==> config.mk <==
export PLATFORM = sky130hd
export DESIGN_NAME = zlib_stored_block_framer_core
export DESIGN_NICKNAME = d
export VERILOG_FILES = /design/src/rtl/core/zsbf_pkg.sv /design/src/rtl/core/zlib_stored_block_framer_core.sv
export SDC_FILE = /design/constraint.sdc
export NUM_CORES = 1
export LEC_CHECK = 0
export ABC_AREA = 1
export BUFFER_PORTS_ARGS = -buffer_cell sky130_fd_sc_hd__buf_4
export CORE_AREA = 2 2 128 192
export DETAILED_ROUTE_END_ITERATION = 10
export DIE_AREA = 0 0 130 194
export GPL_TIMING_DRIVEN = 1
export PLACE_DENSITY = 0.77
export SLEW_MARGIN = 25
export SYNTH_ARGS = -nofsm -noshare
export SYNTH_HDL_FRONTEND = slang
export SYNTH_SLANG_ARGS = --single-unit
==> constraint.sdc <==
create_clock -name clk -period 5.2 [get_ports clk]
set_input_delay 0.52 -clock clk [delete_from_list [all_inputs] [get_ports clk]]
set_output_delay 0.52 -clock clk [all_outputs]
set_load 0.005 [all_outputs]
==> src/rtl/core/zsbf_pkg.sv <==
// constants shared by the zlib stored-block framer
// header bytes, block limits, adler modulus and result slot codes
// no dependencies
package zsbf_pkg;

  localparam int unsigned LENGTH_BITS = 24;
  localparam int unsigned CFG_BITS    = 24;
  localparam int unsigned BLOCK_BITS  = 17;
  localparam int unsigned MAX_BLOCK   = 65535;

  localparam logic [LENGTH_BITS-1:0] MAX_BLOCK_LEN = LENGTH_BITS'(MAX_BLOCK);
  localparam logic [16:0]            ADLER_MOD     = 17'd65521;
  localparam logic [7:0]             ZLIB_CMF      = 8'h78;
  localparam logic [7:0]             ZLIB_FLG      = 8'h01;

  localparam int unsigned NUM_SLOTS = 12;
  localparam int unsigned SLOT_BITS = 4;

  typedef logic [SLOT_BITS-1:0] slot_t;
  typedef logic [NUM_SLOTS-1:0] slot_mask_t;

  localparam slot_t SLOT_CMF     = 4'd0;
  localparam slot_t SLOT_FLG     = 4'd1;
  localparam slot_t SLOT_BFINAL  = 4'd2;
  localparam slot_t SLOT_LEN_LO  = 4'd3;
  localparam slot_t SLOT_LEN_HI  = 4'd4;
  localparam slot_t SLOT_NLEN_LO = 4'd5;
  localparam slot_t SLOT_NLEN_HI = 4'd6;
  localparam slot_t SLOT_DATA    = 4'd7;
  localparam slot_t SLOT_SH_HI   = 4'd8;
  localparam slot_t SLOT_SH_LO   = 4'd9;
  localparam slot_t SLOT_SL_HI   = 4'd10;
  localparam slot_t SLOT_SL_LO   = 4'd11;

endpackage

==> src/rtl/core/zlib_stored_block_framer_core.sv <==
// zlib stream framer with stored deflate blocks and adler-32 trailer
// depends on zsbf_pkg
//
//   channel   role            fields
//   s_*       payload in      tdata[7:0] data_byte
//   m_*       stream out      tdata[7:0] out_byte, tlast run_last, tuser stream_end
//   cfg_*     register write  data[23:0] total_length
//
// one input register feeds the framing logic, which fills a twelve-slot result
// register with a mask of the bytes to send; one byte leaves per cycle while m_tready is high.
// a plain payload byte is sent alone, so bytes stream at one per cycle while m_tready is high;
// an input that opens a stream or block, or closes a stream, sends up to 12
// bytes from the result register and input stalls behind it.
// rst is synchronous and clears the sums, counters and both stages.
module zlib_stored_block_framer_core (
  input  logic                          clk,
  input  logic                          rst,
  input  logic                          s_tvalid,
  output logic                          s_tready,
  input  logic [7:0]                    s_tdata,   // data_byte
  output logic                          m_tvalid,
  input  logic                          m_tready,
  output logic [7:0]                    m_tdata,   // out_byte
  output logic                          m_tlast,   // run_last
  output logic                          m_tuser,   // stream_end
  input  logic                          cfg_valid,
  output logic                          cfg_ready,
  input  logic [zsbf_pkg::CFG_BITS-1:0] cfg_data   // total_length
);
  import zsbf_pkg::*;

  logic [CFG_BITS-1:0]    total_length;
  logic [15:0]            sum_low;
  logic [15:0]            sum_high;
  logic [LENGTH_BITS-1:0] bytes_done;
  logic [BLOCK_BITS-1:0]  block_left;

  logic       in_valid;
  logic [7:0] in_byte;

  slot_mask_t mask;
  logic       buf_bfinal;
  logic [15:0] buf_len;
  logic [7:0] buf_byte;
  logic [15:0] buf_sum_high;
  logic [15:0] buf_sum_low;

  logic [LENGTH_BITS-1:0] total;
  logic [LENGTH_BITS-1:0] remaining;
  logic [LENGTH_BITS-1:0] bytes_next;
  logic [15:0]            len;
  logic                   final_block;
  logic                   open_stream;
  logic                   open_block;
  logic                   close_stream;
  logic [16:0]            low_sum;
  logic [16:0]            high_sum;
  logic [15:0]            sum_low_next;
  logic [15:0]            sum_high_next;
  logic [BLOCK_BITS-1:0]  block_left_next;
  slot_mask_t             mask_load;
  slot_mask_t             mask_rest;
  slot_t                  idx;
  logic                   one_left;
  logic                   load;

  assign cfg_ready = 1'b1;

  // framing of the registered input byte
  always_comb begin
    total = (total_length == '0) ? LENGTH_BITS'(1) : total_length;
    open_stream = (bytes_done == '0);
    open_block  = (block_left == '0);
    remaining = (total > bytes_done) ? (total - bytes_done) : LENGTH_BITS'(1);
    if (remaining < MAX_BLOCK_LEN) begin
      len = remaining[15:0];
    end else begin
      len = MAX_BLOCK_LEN[15:0];
    end
    final_block = (remaining <= MAX_BLOCK_LEN);

    low_sum = {1'b0, sum_low} + {9'd0, in_byte};
    if (low_sum >= ADLER_MOD) begin
      low_sum = low_sum - ADLER_MOD;
    end
    sum_low_next = low_sum[15:0];
    high_sum = {1'b0, sum_high} + {1'b0, sum_low_next};
    if (high_sum >= ADLER_MOD) begin
      high_sum = high_sum - ADLER_MOD;
    end
    sum_high_next = high_sum[15:0];

    bytes_next = bytes_done + LENGTH_BITS'(1);
    close_stream = (bytes_next >= total) || (bytes_next == '0);
    block_left_next = (open_block ? {1'b0, len} : block_left) - BLOCK_BITS'(1);

    mask_load = '0;
    mask_load[SLOT_CMF]     = open_stream;
    mask_load[SLOT_FLG]     = open_stream;
    mask_load[SLOT_BFINAL]  = open_block;
    mask_load[SLOT_LEN_LO]  = open_block;
    mask_load[SLOT_LEN_HI]  = open_block;
    mask_load[SLOT_NLEN_LO] = open_block;
    mask_load[SLOT_NLEN_HI] = open_block;
    mask_load[SLOT_DATA]    = 1'b1;
    mask_load[SLOT_SH_HI]   = close_stream;
    mask_load[SLOT_SH_LO]   = close_stream;
    mask_load[SLOT_SL_HI]   = close_stream;
    mask_load[SLOT_SL_LO]   = close_stream;
  end

  // output slot selection
  always_comb begin
    idx = SLOT_CMF;
    for (int i = NUM_SLOTS - 1; i >= 0; i--) begin
      if (mask[i]) begin
        idx = SLOT_BITS'(i);
      end
    end
    mask_rest = mask & (mask - slot_mask_t'(1));
    one_left  = (mask_rest == '0);
  end

  always_comb begin
    unique case (idx)
      SLOT_CMF:     m_tdata = ZLIB_CMF;
      SLOT_FLG:     m_tdata = ZLIB_FLG;
      SLOT_BFINAL:  m_tdata = {7'd0, buf_bfinal};
      SLOT_LEN_LO:  m_tdata = buf_len[7:0];
      SLOT_LEN_HI:  m_tdata = buf_len[15:8];
      SLOT_NLEN_LO: m_tdata = ~buf_len[7:0];
      SLOT_NLEN_HI: m_tdata = ~buf_len[15:8];
      SLOT_DATA:    m_tdata = buf_byte;
      SLOT_SH_HI:   m_tdata = buf_sum_high[15:8];
      SLOT_SH_LO:   m_tdata = buf_sum_high[7:0];
      SLOT_SL_HI:   m_tdata = buf_sum_low[15:8];
      SLOT_SL_LO:   m_tdata = buf_sum_low[7:0];
      default:      m_tdata = 8'h00;
    endcase
  end

  assign m_tvalid = (mask != '0);
  assign m_tlast  = one_left;
  assign m_tuser  = (idx == SLOT_SL_LO);

  assign load     = in_valid && ((mask == '0) || (one_left && m_tready));
  assign s_tready = !in_valid || load;

  always_ff @(posedge clk) begin
    if (rst) begin
      total_length <= CFG_BITS'(1);
    end else if (cfg_valid && cfg_ready) begin
      total_length <= cfg_data;
    end
  end

  always_ff @(posedge clk) begin
    if (rst) begin
      in_valid <= 1'b0;
    end else if (s_tready) begin
      in_valid <= s_tvalid;
    end
  end

  always_ff @(posedge clk) begin
    if (s_tvalid && s_tready) begin
      in_byte <= s_tdata;
    end
  end

  always_ff @(posedge clk) begin
    if (rst) begin
      mask       <= '0;
      sum_low    <= 16'd1;
      sum_high   <= '0;
      bytes_done <= '0;
      block_left <= '0;
    end else if (load) begin
      mask <= mask_load;
      if (close_stream) begin
        sum_low    <= 16'd1;
        sum_high   <= '0;
        bytes_done <= '0;
        block_left <= '0;
      end else begin
        sum_low    <= sum_low_next;
        sum_high   <= sum_high_next;
        bytes_done <= bytes_next;
        block_left <= block_left_next;
      end
    end else if (m_tvalid && m_tready) begin
      mask <= mask_rest;
    end
  end

  always_ff @(posedge clk) begin
    if (load) begin
      buf_bfinal   <= final_block;
      buf_len      <= len;
      buf_byte     <= in_byte;
      buf_sum_high <= sum_high_next;
      buf_sum_low  <= sum_low_next;
    end
  end

endmodule

-- Yosys cells after proc, flatten, opt, wreduce, memory -nomap -nowiden
Cells that the tools add are included.
- input port bits: 37
- bits in registers: 175
- muxes and demuxes: 25
- order comparisons: 6
- reductions and logical operators: 17
- bitwise gates (word level): 3
- add/sub/neg operators: 8
- equal/unequal tests: 11
- operators by type and width (cell ; count):
    8-bit one-hot mux with 12 select lines ; 1
    16-bit two-way mux ; 5
    24-bit logical NOT ; 3
    24-bit two-way mux ; 3
    4-bit two-way mux ; 12
    17-bit by 16-bit >= comparator with 1-bit output, second input constant ; 2
    17-bit two-way mux ; 2
    16-bit subtractor, second input constant ; 2
    24-bit by 1-bit adder with 24-bit output, second input constant ; 1
    24-bit >= comparator ; 1
    24-bit greater-than comparator ; 1
    24-bit by 16-bit less-or-equal comparator with 1-bit output, second input constant ; 1
    12-bit logical NOT ; 2
    24-bit by 16-bit less-than comparator with 1-bit output, second input constant ; 1
    12-bit two-way mux ; 2
    24-bit subtractor ; 1
    16-bit by 16-bit adder with 17-bit output ; 1
    16-bit by 8-bit adder with 17-bit output ; 1
    17-bit logical NOT ; 1
    17-bit by 1-bit subtractor with 17-bit output, second input constant ; 1
    4-bit by 3-bit == test with 1-bit output, second input constant ; 4
    4-bit == test, second input constant ; 4
    8-bit NOT ; 2
    12-bit bitwise AND ; 1
    9 further kinds ; 15

-- Longest topological paths before layout
- depth after elaboration: 14
- gate-level depth with buffers: 43

-- Least setup slack after synthesis
Ideal clock, no wire load.
- path type: register to register
- start: register in_byte[0]
- end: register buf_sum_high[0], data pin
- data required time: 4.945 ns
- slack: -0.139 ns
- stages on the path, launching flop included: 37
- clock period less this slack: 5.339 ns
- arrival: 5.084 ns
- cell sequence: edfxtp_1 > ha_1 > inv_1 > fa_1 > o21ai_1 > nand2_1 > o211ai_1 > nand2_1 > nor3_1 > xor2_1 > nand2_1 > nor2_1 > nand3_1 > nand3b_1 > nand3_1 > nand2_1 > nand2_1 > inv_1 > ha_1 > a21oi_1 > nand2_1 > a21oi_2 > o21ai_2 > a21oi_1 > o21ai_1 > nand2_1 > inv_1 > nor2_2 > nand2_1 > nor2_1 > nand3_1 > nand2_1 > inv_1 > nand3_2 > buf_6 > nand2_1 > and2_1
- cells in the longest elaborated chain, start to end: 6
- elaborated cells on any way between the ends: 8
- ends and longest elaborated chain (item ; line ; source):
    start: declaration ; zlib_stored_block_framer_core.sv:39 ; logic [7:0] in_byte;
    start signal: assignment ; zlib_stored_block_framer_core.sv:167 ; in_byte <= s_tdata;
    16-bit by 8-bit adder with 17-bit output * ; zlib_stored_block_framer_core.sv:82 ; low_sum = {1'b0, sum_low} + {9'd0, in_byte};
    16-bit subtractor / 17-bit by 16-bit >= comparator with 1-bit output (equally long branches) ; zlib_stored_block_framer_core.sv:84, zlib_stored_block_framer_core.sv:83 ;
    16-bit two-way mux * ; zlib_stored_block_framer_core.sv:83 ; if (low_sum >= ADLER_MOD) begin
    net low_sum[3] ; zlib_stored_block_framer_core.sv:56 ; logic [16:0] low_sum;
    16-bit by 16-bit adder with 17-bit output * ; zlib_stored_block_framer_core.sv:87 ; high_sum = {1'b0, sum_high} + {1'b0, sum_low_next};
    17-bit by 16-bit >= comparator with 1-bit output * ; zlib_stored_block_framer_core.sv:88 ; if (high_sum >= ADLER_MOD) begin
    16-bit two-way mux * ; zlib_stored_block_framer_core.sv:88 ;
    net high_sum[0] ; zlib_stored_block_framer_core.sv:57 ; logic [16:0] high_sum;
    end signal: assignment ; zlib_stored_block_framer_core.sv:201 ; buf_sum_high <= sum_high_next;
    end: declaration ; zlib_stored_block_framer_core.sv:45 ; logic [15:0] buf_sum_high;
Mark *: on every way through the listed nets, which the timed path passes. The rest lies on a longest branch.
A chain may end at the register's enable or synchronous reset.

-- Worst setup path after layout
- start: register in_byte[0]
- end: register sum_high[6]
- cells in the longest elaborated chain, start to end: 7
- elaborated cells on any way between the ends: 9
- ends and longest elaborated chain (item ; line ; source):
    16-bit by 8-bit adder with 17-bit output * ; zlib_stored_block_framer_core.sv:82 ;
    16-bit subtractor / 17-bit by 16-bit >= comparator with 1-bit output (equally long branches) ; zlib_stored_block_framer_core.sv:84, zlib_stored_block_framer_core.sv:83 ;
    16-bit two-way mux * ; zlib_stored_block_framer_core.sv:83 ;
    net low_sum[2] ; zlib_stored_block_framer_core.sv:56 ;
    16-bit by 16-bit adder with 17-bit output * ; zlib_stored_block_framer_core.sv:87 ;
    16-bit subtractor / 17-bit by 16-bit >= comparator with 1-bit output (equally long branches) ; zlib_stored_block_framer_core.sv:89, zlib_stored_block_framer_core.sv:88 ;
    16-bit two-way mux * ; zlib_stored_block_framer_core.sv:88 ;
    net high_sum[6] ; zlib_stored_block_framer_core.sv:57 ;
    16-bit two-way mux * ; zlib_stored_block_framer_core.sv:180 ; if (close_stream) begin
    end signal: assignment ; zlib_stored_block_framer_core.sv:187 ; sum_high <= sum_high_next;
    end: declaration ; zlib_stored_block_framer_core.sv:34 ; logic [15:0] sum_high;
Marked as above.

==> results.yml <==
run_status:
  status: "finished, violations left"
  violations: "negative setup slack"
power_and_ir_drop:
  switching_share: 0.5103
  p_int_uw: 5722
  powerDensity_mw_per_mm2: 701.6
  p_leak_uw: 0.007806
  power_frac_clock: 0.115
  power_frac_comb: 0.703
  pwr-share-seq: 0.182
  finalPower_uw: 11690
  power_switching_uw: 5963
  ir_drop_v: 0.0004436
worst_setup_path:
  critical_path.max_fanout: 7
  worstPathArrival_ns: 6.07
  cp_slowest_cell: "edfxtp_1"
  slowest_delay_ns: 0.35
  critPathKind: "reg -> reg"
  end_kind: "flip-flop"
  worstPathRequired_ns: 5.57
  worst-path-buf-inv: 10
  crit_path_start_kind: "flip-flop"
  cp_common_cell: "nand2_1"
  critical_path.top_delay_family: "simple AND/OR/NAND/NOR gates"
cts:
  cts-root-buf: "clkbuf_16"
  cts_hold_buffers: 0
  clock_latency_ns: 0.46
  cts_tree: "done"
  cts_buffers: 17
  cts_buffer_depth: 2
  cts_sinks: 175
  clkSlewWorstSetupHoldPaths_ns: 0.07
  cts_htree_levels: 4
yosys:
  synth_cell_type_count: 58
  syn_area_mm2: 0.01341
  yosysWarnings: 0
  synthArstFlopShare: 0
  synth-seq-cells: 175
  yosysTopAreaCell: "dfxtp_1"
  synth_fp_nets: 2118
  yosys-top-cells-count: "nand2_1 (572), inv_1 (307), nor2_1 (151)"
  ys_seq_area_frac: 0.3098
  yosysMostFrequentCell: "nand2_1"
  synth_area_leaders: "dfxtp_1 (16%), nand2_1 (16%), edfxtp_1 (15%)"
  yosysTopAreaCellShare: 0.1643
  avgSynthCellArea_um2: 6.723
  synth_ff_type: "dfxtp_1"
  synth_edf_count: 65
  netlist_instances: 1994
finish:
  multi_input_area_mm2: 0.008408
  fin_nets: 2309
  syn_to_final_growth_pct: 24.23
  stdcell_count: 2517
  seq_area_mm2: 0.004155
  fillers: 1975
  drive_above_1_share: 0.2175
  num_antenna_cells: 0
floorplan:
  die_x_um: 130
  dieHeight_um: 194
  start_util: 0.5688
  boundaryPins: 50
  core_area_mm2: 0.02357
  num_rows: 69
  die_area_mm2: 0.02522
grt:
  grt_use_total: 0.3482
  antenna_found_initial: 0
  grt_pass1_vias: 13810
  grt_max_degree: 81
  overflow: 0
  grt_pass1_wl_mm: 67.81
route:
  drtIter0Drc: 951
  drtAntennaViolNets: 0
  drtPass1Iterations: 6
  via_count: 14240
  drt-total-wl_mm: 45.27
  route.detailed.drc: 0
  wl_per_cell_um: 17.98
  vias_per_cell: 5.658
timing:
  fin_ws_ns: -0.4933
  final-hold-violation-count: 0
  setup_viol: 31
  skew_ns: 0.01370
  tns_ns: -11.05
  period_share: 1.095
  layout_min_cycle_time_ns: 5.693
  slew_viol_final: 0
  rsz0062_at_grt: "true"
  clock.fmax_mhz: 175.6
  worst_pin_slew_ns: 0.9540
  max-slew-margin-rel: 0.3640
  whs_ns: 0.2418
placed_design:
  dp_cells: 2448
  detailed_place_hpwl_mm: 32.83
  port_buffers: 48
  place_congestion: 1.046
run:
  max_cap_viol_count: 0
worst_hold_path:
  hp-class: "in -> reg"
cells by family (layout without fill, tap and decap cells):
kind of cell,count (synthesis),count (layout),synth area share
other,1,1,0.0002797
adder cells (fa/ha/maj),87,87,0.08287
buffers and inverters,383,587,0.1163
XOR/XNOR,69,69,0.04564
AND/OR/NAND/NOR,1008,1008,0.3288
flip-flops,175,175,0.3098
AO/OA/AOI/OAI,271,271,0.1163
sequential cells by signal (all words and copies together), names as in the netlist:
| register | cells |
|---|---|
| mask | 12 |
| buf_bfinal | 1 |
| sum_high | 16 |
| bytes_done | 24 |
| in_byte | 8 |
| buf_sum_low | 16 |
| buf_len | 16 |
| buf_sum_high | 16 |
| sum_low | 16 |
| block_left | 17 |
| total_length | 24 |
| in_valid | 1 |
| buf_byte | 8 |
power by group through the flow:
stage	sequential [uW]	clock (uW)	combinational (uW)
final	2130	1340	8210
after global routing	2150	1400	9000
after CTS	2110	1350	7350
after detailed placement	2120	0	7060
after global placement	2120	0	6940
after floorplan	2010	0	4520
routing by layer:
metal,GRT usage,part of all wire
met4,0.2847,0.099
met3,0.05767,0.055
met1,0.3299,0.33
met5,0,0
met2,0.6368,0.51
placed cells by master (no fill, tap or decap), types with 9 or more instances in the layout:
cell type | synthesis | final
edfxtp_1 | 65 | 65
nor2_2 | 11 | 20
nand3b_1 | 12 | 12
nor4_1 | 18 | 14
dfxtp_1 | 110 | 109
ha_1 | 84 | 71
nand2_4 | 2 | 11
a21oi_2 | 11 | 24
nor3_1 | 27 | 20
buf_6 | 6 | 10
ha_4 | 0 | 11
inv_1 | 307 | 294
xor2_1 | 53 | 48
inv_2 | 6 | 19
xnor2_1 | 15 | 14
nand4_1 | 59 | 59
nand2_2 | 15 | 51
nand3_1 | 117 | 109
clkbuf_16 | 0 | 19
buf_4 | 2 | 225
nand3_2 | 5 | 10
nand2_1 | 572 | 527
a21oi_1 | 148 | 131
nor2_1 | 151 | 136
a22oi_1 | 10 | 9
o21ai_0 | 57 | 53
nor2_4 | 6 | 12
final cells by class:
class                      instances  share of cell area
sequential                       175              0.2495
tap                              319             0.02397
multi-input combinational       1436              0.5048
timing repair buffer             240              0.1139
clock buffer                      19             0.02727
clock inverter                    13            0.009090
inverter                         315             0.07144
through the flow:
stage	instance area, um^2	util	worst slack [ns]
floorplan	13420	-	0.001594
global placement	14990	0.6361	-0.2344
detailed placement	14990	0.6361	-0.3276
CTS	16050	0.6811	-0.1634
global route	16650	0.7066	-0.8139
finish	16650	0.7066	-0.4933
what timing repair did:
| action | 4_1_cts | 5_1_grt |
|---|---|---|
| pin swaps | 22 | 37 |
| endpoints found under the hold margin | 0 | 0 |
| setup buffers | 20 | 14 |
| cloned | 2 | 1 |
| resized for setup | 69 | 115 |
| setup endpoints to repair | 32 | 44 |
final timing paths:
path                      start       endpoint  slack [ns]  depth (start not counted)
setup / recovery     in_byte[0]    sum_high[6]       -0.49                         38
hold / removal       s_tdata[3]     in_byte[3]        0.24                          1
setup reg to reg     in_byte[0]    sum_high[6]       -0.49                         38
hold reg to reg   block_left[7]  block_left[7]        0.47                          2
Power figures use the tool's default switching activity.
